<file path="config.mk">
export PLATFORM = sky130hd
export DESIGN_NAME = crc_checked_response_deframer
export DESIGN_NICKNAME = d
export VERILOG_FILES = /design/src/hdl/crcrd_pkg.sv /design/src/hdl/crc_checked_response_deframer.sv /design/src/hdl/crcrd_crc_unit.sv
export SDC_FILE = /design/constraint.sdc
export NUM_CORES = 1
export LEC_CHECK = 0
export ABC_AREA = 1
export BUFFER_PORTS_ARGS = -buffer_cell sky130_fd_sc_hd__buf_2
export CELL_PAD_IN_SITES_DETAIL_PLACEMENT = 0
export CELL_PAD_IN_SITES_GLOBAL_PLACEMENT = 1
export CORE_MARGIN = 2
export CORE_UTILIZATION = 44
export DETAILED_ROUTE_END_ITERATION = 10
export PLACE_DENSITY_LB_ADDON = 0.1
export RECOVER_POWER = 25
export SYNTH_ARGS = -nofsm -noshare
export SYNTH_HDL_FRONTEND = slang
export SYNTH_SLANG_ARGS = --single-unit
</file>
<file path="constraint.sdc">
create_clock -name clk -period 3.85 [get_ports clk]
set_input_delay 0.5775 -clock clk [delete_from_list [all_inputs] [get_ports clk]]
set_output_delay 0.5775 -clock clk [all_outputs]
set_load 0.05 [all_outputs]
</file>
<file path="src/hdl/crcrd_pkg.sv">
`timescale 1ns / 1ps
`default_nettype none
// ----------------------------------------------------------------------------
// crcrd_pkg
// Shared types, codes and the CRC-16/MODBUS byte step for the response
// deframer.
// ----------------------------------------------------------------------------
package crcrd_pkg;

  // Default limit on the payload length in a response header
  localparam int MAX_PAYLOAD_DEF = 512;

  localparam int BYTE_W    = 8;
  localparam int CMD_W     = 2;
  localparam int STATUS_W  = 3;
  localparam int OUT_LEN_W = 10;
  localparam int FRAME_W   = 16;
  localparam int CRC_W     = 16;
  localparam int APB_DW    = 32;
  localparam int APB_AW    = 3;

  // Input commands
  localparam logic [CMD_W-1:0] CMD_BYTE    = 2'd0;
  localparam logic [CMD_W-1:0] CMD_TIMEOUT = 2'd1;
  localparam logic [CMD_W-1:0] CMD_START   = 2'd2;

  // Status codes of the final item
  localparam logic [STATUS_W-1:0] ST_OK       = 3'd0;
  localparam logic [STATUS_W-1:0] ST_SHORT    = 3'd1;
  localparam logic [STATUS_W-1:0] ST_BAD_CRC  = 3'd2;
  localparam logic [STATUS_W-1:0] ST_MISMATCH = 3'd3;
  localparam logic [STATUS_W-1:0] ST_TOO_LONG = 3'd4;

  // Register indexes (word index on the configuration port)
  localparam logic REG_ADDRESS = 1'b0;
  localparam logic REG_OPCODE  = 1'b1;

  localparam logic [BYTE_W-1:0] ADDRESS_RESET = 8'h01;
  localparam logic [BYTE_W-1:0] OPCODE_RESET  = 8'h00;

  localparam logic [CRC_W-1:0]     CRC_INIT = 16'hFFFF;
  localparam logic [CRC_W-1:0]     CRC_POLY = 16'hA001;
  localparam logic [OUT_LEN_W-1:0] LEN_SAT  = 10'h3FF;

  // Control from the deframer to the CRC unit
  typedef struct packed {
    logic rearm;
    logic absorb;
  } crc_ctl_t;

  // One byte of the reflected CRC-16/MODBUS update, LSB first
  function automatic logic [CRC_W-1:0] crc16_byte(input logic [CRC_W-1:0] crc_in,
                                                  input logic [BYTE_W-1:0] data);
    logic [CRC_W-1:0] c;
    c = crc_in ^ {8'h00, data};
    for (int k = 0; k < BYTE_W; k++) begin
      if (c[0]) begin
        c = (c >> 1) ^ CRC_POLY;
      end else begin
        c = c >> 1;
      end
    end
    return c;
  endfunction

endpackage
`default_nettype wire

</file>
<file path="src/hdl/crc_checked_response_deframer.sv">
`timescale 1ns / 1ps
`default_nettype none
// ----------------------------------------------------------------------------
// crc_checked_response_deframer
// Deframes a response (address, command, length, payload, CRC-16/MODBUS),
// streams payload bytes and closes each frame with one status item unless a start drops it.
// ----------------------------------------------------------------------------
//
//  channel | handshake               | payload
//  --------+-------------------------+------------------------------------------
//  in      | in_valid / in_stall     | command, line_byte
//  out     | out_valid / out_stall   | payload_byte, is_status, status,
//          |                         | payload_length
//  cfg     | psel/penable/pwrite/... | paddr, pwdata, prdata (0: address, 4: opcode)
//
//  One transaction per cycle in both directions unless stalled; each
//  input transaction is fully handled by the logic between the input and
//  the result register. Results leave the block from the result register.
//  A skid register behind the result register lets one more transaction in
//  while out is stalled; in_stall rises only once the skid register is full.
//  rst (synchronous) arms the block for a new frame and restores the
//  register defaults (address 1, opcode 0).
//
module crc_checked_response_deframer #(
  parameter int MAX_PAYLOAD = crcrd_pkg::MAX_PAYLOAD_DEF
) (
  input  wire                                   clk,
  input  wire                                   rst,
  // input channel
  input  wire                                   in_valid,
  output logic                                  in_stall,
  input  wire  [crcrd_pkg::CMD_W-1:0]           command,
  input  wire  [crcrd_pkg::BYTE_W-1:0]          line_byte,
  // output channel
  output logic                                  out_valid,
  input  wire                                   out_stall,
  output logic [crcrd_pkg::BYTE_W-1:0]          payload_byte,
  output logic                                  is_status,
  output logic [crcrd_pkg::STATUS_W-1:0]        status,
  output logic [crcrd_pkg::OUT_LEN_W-1:0]       payload_length,
  // configuration port
  input  wire                                   psel,
  input  wire                                   penable,
  input  wire                                   pwrite,
  input  wire  [crcrd_pkg::APB_AW-1:0]          paddr,
  input  wire  [crcrd_pkg::APB_DW-1:0]          pwdata,
  output logic [crcrd_pkg::APB_DW-1:0]          prdata,
  output logic                                  pready
);

  // Payload counter holds up to MAX_PAYLOAD
  localparam int CNT_W = (MAX_PAYLOAD < 2) ? 1 : $clog2(MAX_PAYLOAD + 1);
  localparam logic [crcrd_pkg::FRAME_W:0] MAX_LEN = (crcrd_pkg::FRAME_W + 1)'(MAX_PAYLOAD);

  typedef enum logic [2:0] {
    PH_HEADER,
    PH_PAYLOAD,
    PH_CRC_FIRST,
    PH_CRC_SECOND,
    PH_DONE
  } phase_t;

  typedef struct packed {
    logic [crcrd_pkg::BYTE_W-1:0]    payload_byte;
    logic                            is_status;
    logic [crcrd_pkg::STATUS_W-1:0]  status;
    logic [crcrd_pkg::OUT_LEN_W-1:0] payload_length;
  } result_t;

  // --------------------------------------------------------------------------
  // Configuration registers; word index is paddr[2]
  // --------------------------------------------------------------------------
  logic [crcrd_pkg::BYTE_W-1:0] expected_address;
  logic [crcrd_pkg::BYTE_W-1:0] expected_opcode;
  logic                         cfg_write;

  assign pready    = 1'b1;
  assign cfg_write = psel & penable & pwrite & pready;

  always_ff @(posedge clk) begin
    if (rst) begin
      expected_address <= crcrd_pkg::ADDRESS_RESET;
      expected_opcode  <= crcrd_pkg::OPCODE_RESET;
    end else if (cfg_write) begin
      if (paddr[2] == crcrd_pkg::REG_ADDRESS) begin
        expected_address <= pwdata[crcrd_pkg::BYTE_W-1:0];
      end else begin
        expected_opcode <= pwdata[crcrd_pkg::BYTE_W-1:0];
      end
    end
  end

  always_comb begin
    prdata = '0;
    if (paddr[2] == crcrd_pkg::REG_ADDRESS) begin
      prdata[crcrd_pkg::BYTE_W-1:0] = expected_address;
    end else begin
      prdata[crcrd_pkg::BYTE_W-1:0] = expected_opcode;
    end
  end

  // --------------------------------------------------------------------------
  // Frame state and result registers
  // --------------------------------------------------------------------------
  phase_t                          phase, phase_next;
  logic [1:0]                      hdr_idx, hdr_idx_next;
  logic [CNT_W-1:0]                byte_count, byte_count_next;
  logic [crcrd_pkg::FRAME_W-1:0]   frame_length, frame_length_next;
  logic                            header_match, header_match_next;
  logic [crcrd_pkg::BYTE_W-1:0]    first_crc_byte, first_crc_byte_next;

  result_t                         out_q, out_q_next;
  logic                            out_valid_next;
  result_t                         skid, skid_next;
  logic                            skid_valid, skid_valid_next;

  result_t                         res;
  logic                            res_valid;
  crcrd_pkg::crc_ctl_t             crc_ctl;
  logic [crcrd_pkg::CRC_W-1:0]     crc;

  logic                            in_fire;
  logic                            out_fire;
  logic [crcrd_pkg::FRAME_W-1:0]   len_full;
  logic [crcrd_pkg::FRAME_W:0]     count_inc;
  logic [crcrd_pkg::OUT_LEN_W-1:0] sat_len;
  logic [crcrd_pkg::OUT_LEN_W-1:0] sat_len_full;

  assign in_stall = skid_valid;
  assign in_fire  = in_valid & ~in_stall;
  assign out_fire = out_valid & ~out_stall;

  // Length as it stands once the fourth header byte lands
  assign len_full  = {frame_length[crcrd_pkg::FRAME_W-1:crcrd_pkg::BYTE_W], line_byte};
  assign count_inc = (crcrd_pkg::FRAME_W + 1)'(byte_count) + 1'b1;

  // Saturate the reported length at the width of the payload_length field
  assign sat_len = (frame_length > crcrd_pkg::FRAME_W'(crcrd_pkg::LEN_SAT))
                 ? crcrd_pkg::LEN_SAT : frame_length[crcrd_pkg::OUT_LEN_W-1:0];
  assign sat_len_full = (len_full > crcrd_pkg::FRAME_W'(crcrd_pkg::LEN_SAT))
                      ? crcrd_pkg::LEN_SAT : len_full[crcrd_pkg::OUT_LEN_W-1:0];

  crcrd_crc_unit u_crc (
    .clk  (clk),
    .rst  (rst),
    .ctl  (crc_ctl),
    .data (line_byte),
    .crc  (crc)
  );

  always_comb begin
    phase_next          = phase;
    hdr_idx_next        = hdr_idx;
    byte_count_next     = byte_count;
    frame_length_next   = frame_length;
    header_match_next   = header_match;
    first_crc_byte_next = first_crc_byte;
    res                 = '0;
    res_valid           = 1'b0;
    crc_ctl             = '0;

    if (in_fire) begin
      case (command)
        crcrd_pkg::CMD_START: begin
          // Rearm: drop any open frame without a status item
          phase_next          = PH_HEADER;
          hdr_idx_next        = '0;
          byte_count_next     = '0;
          frame_length_next   = '0;
          header_match_next   = 1'b1;
          first_crc_byte_next = '0;
          crc_ctl.rearm       = 1'b1;
        end
        crcrd_pkg::CMD_TIMEOUT: begin
          if (phase != PH_DONE) begin
            res_valid          = 1'b1;
            res.is_status      = 1'b1;
            res.status         = crcrd_pkg::ST_SHORT;
            res.payload_length = (phase == PH_HEADER) ? '0 : sat_len;
            phase_next         = PH_DONE;
          end
        end
        crcrd_pkg::CMD_BYTE: begin
          case (phase)
            PH_HEADER: begin
              crc_ctl.absorb = 1'b1;
              hdr_idx_next   = hdr_idx + 2'd1;
              case (hdr_idx)
                2'd0: begin
                  if (line_byte != expected_address) header_match_next = 1'b0;
                end
                2'd1: begin
                  if (line_byte != expected_opcode) header_match_next = 1'b0;
                end
                2'd2: begin
                  frame_length_next = {line_byte, 8'h00};
                end
                default: begin
                  frame_length_next = len_full;
                  byte_count_next   = '0;
                  if ({1'b0, len_full} > MAX_LEN) begin
                    // Too long: close the frame on the last header byte
                    res_valid          = 1'b1;
                    res.is_status      = 1'b1;
                    res.status         = crcrd_pkg::ST_TOO_LONG;
                    res.payload_length = sat_len_full;
                    phase_next         = PH_DONE;
                  end else if (len_full != '0) begin
                    phase_next = PH_PAYLOAD;
                  end else begin
                    phase_next = PH_CRC_FIRST;
                  end
                end
              endcase
            end
            PH_PAYLOAD: begin
              crc_ctl.absorb   = 1'b1;
              byte_count_next  = count_inc[CNT_W-1:0];
              if (count_inc >= {1'b0, frame_length}) phase_next = PH_CRC_FIRST;
              res_valid        = 1'b1;
              res.payload_byte = line_byte;
            end
            PH_CRC_FIRST: begin
              first_crc_byte_next = line_byte;
              phase_next          = PH_CRC_SECOND;
            end
            PH_CRC_SECOND: begin
              // CRC is sent low byte first; a CRC error outranks a mismatch
              res_valid          = 1'b1;
              res.is_status      = 1'b1;
              res.payload_length = sat_len;
              if (first_crc_byte != crc[7:0] || line_byte != crc[15:8]) begin
                res.status = crcrd_pkg::ST_BAD_CRC;
              end else if (!header_match) begin
                res.status = crcrd_pkg::ST_MISMATCH;
              end else begin
                res.status = crcrd_pkg::ST_OK;
              end
              phase_next = PH_DONE;
            end
            default: ;  // done: ignore line bytes until rearmed
          endcase
        end
        default: ;  // unused command
      endcase
    end

    // Output register with one skid entry behind it
    out_q_next      = out_q;
    out_valid_next  = out_valid;
    skid_next       = skid;
    skid_valid_next = skid_valid;
    if (skid_valid) begin
      if (out_fire) begin
        out_q_next      = skid;
        out_valid_next  = 1'b1;
        skid_valid_next = 1'b0;
      end
    end else if (!out_valid || out_fire) begin
      out_valid_next = res_valid;
      if (res_valid) out_q_next = res;
    end else if (res_valid) begin
      skid_next       = res;
      skid_valid_next = 1'b1;
    end
  end

  always_ff @(posedge clk) begin
    if (rst) begin
      phase          <= PH_HEADER;
      hdr_idx        <= '0;
      byte_count     <= '0;
      frame_length   <= '0;
      header_match   <= 1'b1;
      first_crc_byte <= '0;
      out_valid      <= 1'b0;
      skid_valid     <= 1'b0;
    end else begin
      phase          <= phase_next;
      hdr_idx        <= hdr_idx_next;
      byte_count     <= byte_count_next;
      frame_length   <= frame_length_next;
      header_match   <= header_match_next;
      first_crc_byte <= first_crc_byte_next;
      out_valid      <= out_valid_next;
      skid_valid     <= skid_valid_next;
    end
    out_q <= out_q_next;
    skid  <= skid_next;
  end

  assign payload_byte   = out_q.payload_byte;
  assign is_status      = out_q.is_status;
  assign status         = out_q.status;
  assign payload_length = out_q.payload_length;

  // --------------------------------------------------------------------------
  // Assertions
  // --------------------------------------------------------------------------
  a_skid_behind_out : assert property (@(posedge clk) disable iff (rst)
    skid_valid |-> out_valid)
    else $error("skid entry held while output register empty");

  a_done_sticky : assert property (@(posedge clk) disable iff (rst)
    (phase == PH_DONE) && !(in_fire && command == crcrd_pkg::CMD_START)
    |=> phase == PH_DONE)
    else $error("frame reopened without a start command");

  a_rearm : assert property (@(posedge clk) disable iff (rst)
    in_fire && command == crcrd_pkg::CMD_START
    |=> phase == PH_HEADER && crc == crcrd_pkg::CRC_INIT && header_match)
    else $error("start command did not rearm the deframer");

  a_data_clean : assert property (@(posedge clk) disable iff (rst)
    out_valid && !is_status |-> status == crcrd_pkg::ST_OK && payload_length == '0)
    else $error("data item carries status fields");

  a_payload_len : assert property (@(posedge clk) disable iff (rst)
    phase == PH_PAYLOAD |-> frame_length != '0 && {1'b0, frame_length} <= MAX_LEN
    && (crcrd_pkg::FRAME_W + 1)'(byte_count) < {1'b0, frame_length})
    else $error("payload phase with out-of-range length or count");

endmodule
`default_nettype wire

</file>
<file path="src/hdl/crcrd_crc_unit.sv">
`timescale 1ns / 1ps
`default_nettype none
// ----------------------------------------------------------------------------
// crcrd_crc_unit
// Running CRC-16/MODBUS register: absorb one byte per cycle, rearm to init.
// ----------------------------------------------------------------------------
module crcrd_crc_unit (
  input  wire                              clk,
  input  wire                              rst,
  input  wire  crcrd_pkg::crc_ctl_t        ctl,
  input  wire  [crcrd_pkg::BYTE_W-1:0]     data,
  output logic [crcrd_pkg::CRC_W-1:0]      crc
);

  logic [crcrd_pkg::CRC_W-1:0] crc_next;

  always_comb begin
    crc_next = crc;
    if (ctl.rearm) begin
      crc_next = crcrd_pkg::CRC_INIT;
    end else if (ctl.absorb) begin
      crc_next = crcrd_pkg::crc16_byte(crc, data);
    end
  end

  always_ff @(posedge clk) begin
    if (rst) begin
      crc <= crcrd_pkg::CRC_INIT;
    end else begin
      crc <= crc_next;
    end
  end

endmodule
`default_nettype wire
</file>
---- Yosys cells after proc, flatten, opt, wreduce, memory -nomap -nowiden ----
Index checks and enable logic that the tools add are counted.
cells by class
  bitwise gates (word level) .............. 17
  eq/ne operators ......................... 25
  $add $sub $neg .......................... 2
  reductions and logical operators ........ 28
  multiplexer cells ....................... 79
  magnitude comparators ................... 4
operators with widths
  cell                                                                               number
  16-bit 2-to-1 mux                                                                  23
  22-bit 2-to-1 mux                                                                  5
  16-bit one-hot mux with 2 select lines                                             2
  14-bit one-hot mux with 2 select lines                                             2
  16-bit by 10-bit greater-than comparator with 1-bit output, second input constant  3
  14-bit 2-to-1 mux                                                                  3
  10-bit 2-to-1 mux                                                                  4
  10-bit one-hot mux with 2 select lines                                             2
  8-bit 2-to-1 mux                                                                   4
  8-bit != test                                                                      4
  2-bit NOT with 3-bit output                                                        8
  1-bit 2-to-1 mux                                                                   17
  11-bit by 16-bit >= comparator with 1-bit output                                   1
  8-bit one-hot mux with 2 select lines                                              1
  16-bit nonzero test                                                                1
  16-bit by 8-bit XOR with 16-bit output                                             1
  3-bit 2-to-1 mux                                                                   5
  3-bit != test, second input constant                                               5
  3-bit one-hot mux with 4 select lines                                              1
  3-bit AND reduction                                                                4
  6-bit AND reduction                                                                2
  10-bit by 1-bit adder with 11-bit output, second input constant                    1
  3-bit one-hot mux with 3 select lines                                              1
  2-bit 2-to-1 mux                                                                   4
  25 further kinds                                                                   51
storage, ports and cells
  bits in registers ....................... 118
  output and inout port bits .............. 57

---- Depth between registers and ports, before layout ----
  word-level depth ........................ 33
  gate-level depth with buffers ........... 17
  mapped depth without buffers ............ 16

---- Cells and area by module ----
From an unflattened synthesis, not the netlist that was laid out.
second synthesis, totals
  cells, all modules ...................... 847
  area, all modules ....................... 6717.7 um^2
by module, submodules not included
  module                         cells an instance  sequential area each (um^2)  area each (um^2)  instances
  crc_checked_response_deframer  708                2482.4                       5607.9            1
  crcrd_crc_unit                 139                320.3                        1109.8            1

---- Least setup slack after synthesis ----
No wires, ideal clock.
  kind .................................... input-to-reg
  from .................................... input line_byte[1] in the netlist's numbering
  to ...................................... register skid[0] in the netlist's numbering, enable pin
  library setup time ...................... 0.401 ns
  cell stages on the path ................. 11
  required time ........................... 3.449 ns
  arrival time ............................ 2.302 ns
  slack ................................... 1.147 ns
  cells stage by stage .................... buf_2 > inv_2 > nand4_1 > nor2_1 > nand2_1 > nand3_2 > nand2_1 > nand2_1 > nand2_1 > nand2_1 > nor2_1
between the ends
  word-level cells in the longest chain between the ends .. 7
ends and longest elaborated chain
  element                                                     line                                  source
  from (decl)                                                 crc_checked_response_deframer.sv:33   input wire [crcrd_pkg::BYTE_W-1:0] line_byte,
  16-bit by 10-bit greater-than comparator with 1-bit output  crc_checked_response_deframer.sv:201  if ({1'b0, len_full} > MAX_LEN) begin
  1-bit 2-to-1 mux                                            crc_checked_response_deframer.sv:201
  1-bit 2-to-1 mux                                            crc_checked_response_deframer.sv:188  case (hdr_idx)
  1-bit one-hot mux with 2 select lines                       crc_checked_response_deframer.sv:184  case (phase)
  1-bit one-hot mux with 2 select lines                       crc_checked_response_deframer.sv:163  case (command)
  1-bit 2-to-1 mux                                            crc_checked_response_deframer.sv:162  if (in_fire) begin
  3-bit AND reduction (no line)                               n/a
  to (signal assigned)                                        crc_checked_response_deframer.sv:289  skid <= skid_next;
  to (decl)                                                   crc_checked_response_deframer.sv:114  result_t skid, skid_next;
No other way between the ends.
A chain may end at the register's enable or synchronous reset.

---- Worst setup path after layout ----
  from .................................... register skid_valid (netlist: in_stall)
  to ...................................... register byte_count[7]
between the ends
  word-level cells in the longest chain between the ends .. 3
ends and longest elaborated chain
  element                        line                                  source
  from (decl)                    crc_checked_response_deframer.sv:115  logic skid_valid, skid_valid_next;
  from (signal assigned)         crc_checked_response_deframer.sv:286  skid_valid <= skid_valid_next;
  1-bit NOT (no line)            n/a
  1-bit bitwise AND              crc_checked_response_deframer.sv:130  assign in_fire = in_valid & ~in_stall;
  4-bit AND reduction (no line)  n/a
  to (signal assigned)           crc_checked_response_deframer.sv:281  byte_count <= byte_count_next;
  to (decl)                      crc_checked_response_deframer.sv:107  logic [CNT_W-1:0] byte_count, byte_count_next;
No other way between the ends.

==> flow_metrics.py <==
metrics = {
    "outcome": {
        "status": "finished clean",
    },
    "power_and_ir_drop": {
        "power.total_mw": 3.373,
        "sw_frac_of_total_pct": 28.68,
        "p_comb_share_pct": 12.8,
        "p_sw_uw": 967.6,
        "ir_drop_mv": 0.2470,
        "p_clk_share_pct": 46.9,
        "p_per_area_nw_per_um2": 466.9,
        "seqPwrFrac_pct": 40.3,
        "intPower_mw": 2.406,
        "p_leak_nw": 3.115,
    },
    "hold_path": {
        "min_path_type": "primary input to flip-flop",
        "hold_depth": 3,
        "min_from": "pwdata[0]",
        "holdPathEnd": "expected_address[0]",
    },
    "drt": {
        "drt-wirelength-per-cell_um": 14.91,
        "drt-total-wl_mm": 15.98,
        "drtPass1Iterations": 5,
        "drt-initial-drc-count": 350,
        "drt.antenna.violating_nets": 0,
        "num_vias": 5436,
        "route.detailed.drc": 0,
        "via_per_inst": 5.071,
    },
    "timing": {
        "relSlewSlack_pct": 3.559,
        "rsz0062_at_grt": "no",
        "setup_slack_ns": 1.092,
        "clock-skew-final_ns": 0.005187,
        "finalCritPeriodShare_pct": 71.65,
        "worst_hold_slack_ns": 0.3881,
        "hold_viol_final": 0,
        "min_period_ns": 2.758,
        "setup_violations": 0,
        "final_max_slew_viol_count": 0,
        "clock.fmax_mhz": 362.5,
        "tns_ns": 0,
        "worst_pin_slew_ns": 1.447,
    },
    "yosys": {
        "yosysUniqueCellTypes": 44,
        "yosysTopAreaCell": "dfxtp_1",
        "synth_compound_area_share_pct": 14.41,
        "postSynthCellCount": 827,
        "seq_area_frac_synth_pct": 44.15,
        "yosys_warnings": 0,
        "synth_top_family_by_area": "simple AND/OR/NAND/NOR gates",
        "synth_area_leaders": "dfxtp_1, edfxtp_1, nand2_1",
        "synth_top_area_share_pct": 23.33,
        "yosys.area_share.simple_pct": 23.51,
        "synth_fa_ha_area_share_pct": 3.153,
        "synthXorXnorAreaFrac_pct": 4.415,
        "synth.avg_cell_area_um2": 7.677,
        "synth_seq_cells": 118,
        "syn_area_um2": 6349,
        "muxShareOfSynthArea_pct": 0,
    },
    "place": {
        "placed_cell_area_um2": 6671,
        "gp_congestion": 0.8690,
        "place_inst": 1040,
        "port_buffers": 57,
        "place_hpwl_mm": 11.80,
        "preCtsSetupSlack_ns": 0.9941,
    },
    "floorplan": {
        "die_x_um": 124.1,
        "initial_core_util_pct": 45.38,
        "io_pins": 109,
        "rows": 43,
        "die-area_um2": 15410,
        "die_h_um": 124.1,
        "core_area_um2": 13990,
    },
    "clock_network": {
        "cts_buffers": 17,
        "clk_pin_slew_ns": 0.06,
        "clk_latency_ns": 0.42,
        "cts_tree": "yes",
        "cts-root-buf": "clkbuf_16",
        "numClockSinks": 118,
        "post_cts_buffers": 0,
        "cts_resized": 0,
        "hold_buffers": 0,
        "clockBufferDepth": 2,
        "h-tree-depth": 4,
    },
    "critical_path": {
        "endpoint_kind": "flip-flop",
        "r2r-start": "in_stall",
        "critPathTopFamily": "simple AND/OR/NAND/NOR gates",
        "cpMostUsedCell": "nand2_1",
        "rrSetupSlack_ns": 1.09,
        "r2r_end": "byte_count[7]",
        "max_stage_delay_ns": 0.54,
        "critPathRequiredTime_ns": 4.09,
        "crit_chain": "buf_4 -> inv_2 -> nand2_1 -> inv_2 -> nand2_1 -> clkinv_1 -> nand2_1 -> a21oi_1",
        "arrival_ns": 3.00,
        "reg2regPathDepth": 8,
        "slowest_stage": "nand2_1",
        "path_class": "flip-flop to flip-flop",
        "start_kind": "flip-flop",
        "worst-path-max-fanout": 24,
        "path_buf_inv": 4,
    },
    "flow_run": {
        "maxCapViolCount": 0,
    },
    "grt": {
        "grt_max_degree": 31,
        "grt_usage_pct": 22.08,
        "overflow": 0,
        "grt_pass1_wl_mm": 25.64,
        "antenna_found_initial": 0,
        "grt_pass1_vias": 5016,
    },
    "finish": {
        "post-route-cell-area_um2": 7224,
        "diodes": 0,
        "seq_area_um2": 2803,
        "multi_input_area_um2": 2974,
        "num-nets-final": 947,
        "area_growth_pct": 13.80,
        "final_cell_count_no_fill": 1072,
        "n_fill_cell": 1410,
        "final_util_pct": 51.65,
        "drive_gt1_share_pct": 11.43,
    },
}
-- worst reg2reg max path: stages (launching register included) --
cell	delay (ns)
dfxtp_1	0.31
buf_4	0.26
inv_2	0.07
nand2_1	0.52
inv_2	0.20
nand2_1	0.54
clkinv_1	0.44
nand2_1	0.16
a21oi_1	0.07
-- power by group through the flow --
stage / Clock, mW / Combinational, mW / Sequential, mW
2_1_floorplan: 0 / 0.325 / 1.41
3_3_place_gp: 0 / 0.426 / 1.39
3_5_place_dp: 0 / 0.432 / 1.39
4_1_cts: 1.61 / 0.434 / 1.36
5_1_grt: 1.67 / 0.479 / 1.37
6_report: 1.58 / 0.430 / 1.36
-- final cells by class --
class	instances	area share, %
Tap cell	180	3.117
Sequential cell	118	38.79
Timing Repair Buffer	62	4.035
Multi-Input combinational cell	591	41.17
Clock inverter	14	2.251
Inverter	89	4.693
Clock buffer	18	5.940
-- cell usage after synthesis, drive strengths merged --
| cell | number |
|---|---|
| nand4 | 7 |
| o311ai | 2 |
| nand2 | 196 |
| nand3 | 30 |
| o22ai | 5 |
| dfxtp | 74 |
| a22oi | 8 |
| nor2 | 108 |
| nand3b | 1 |
| inv | 86 |
| a21oi | 63 |
| clkbuf | 15 |
| buf | 37 |
| o31ai | 1 |
| edfxtp | 44 |
| o221ai | 1 |
| or2 | 2 |
| conb | 2 |
| clkinv | 3 |
| a211oi | 7 |
| a21o | 1 |
| a211o | 1 |
| ha | 16 |
| xor2 | 27 |
| xnor2 | 5 |
| nor4 | 2 |
| o211ai | 1 |
| o21ai | 71 |
| nor3 | 11 |
-- cells by family after synthesis --
logic type | count (synthesis)
AND/OR/NAND/NOR | 357
AO/OA/AOI/OAI | 161
buffers and inverters | 141
flip-flops | 118
XOR/XNOR | 32
adder cells (fa/ha/maj) | 16
other | 2
-- sequential cells by signal, indices dropped and copies added, names as in the netlist --
register,count
skid,22
frame_length,16
u_crc.crc,16
byte_count,10
payload_length,10
expected_address,8
expected_opcode,8
first_crc_byte,8
payload_byte,8
phase,3
status,3
hdr_idx,2
header_match,1
in_stall,1
is_status,1
out_valid,1
-- metal layers --
layer  vias to the layer above  global-route usage [%]  part of all wire (%)
li1                       2761                       -                     -
met1                      2544                   30.22                    48
met2                       114                   34.53                    47
met3                        17                   5.266                   4.3
met4                         0                   6.812                   1.2
met5                         -                       0                     0
-- worst max path at each step --
stage	start	end	cells after the start
2_1_floorplan	line_byte[1]	skid[0]	11
3_3_place_gp	line_byte[2]	status[0]	13
3_5_place_dp	line_byte[2]	status[1]	13
4_1_cts	byte_count[0]	phase[2]	14
5_1_grt	in_stall	byte_count[5]	8
6_report	in_stall	byte_count[7]	8
-- placed cells by master, fill, tap and decap left out, types with 8 or more instances in the layout --
cell,synthesis,layout
nand3_1,29,29
ha_1,16,16
conb_1,2,25
dfxtp_1,74,74
nor3_1,10,10
o21ai_1,21,21
clkbuf_1,15,26
inv_2,12,11
a21oi_1,61,61
buf_2,9,32
inv_1,72,73
nand2_1,194,195
clkbuf_16,0,17
edfxtp_1,44,44
nor2_1,100,100
a22oi_1,8,8
xor2_1,27,27
o21ai_0,50,50
(Power assumes the default switching activity.)
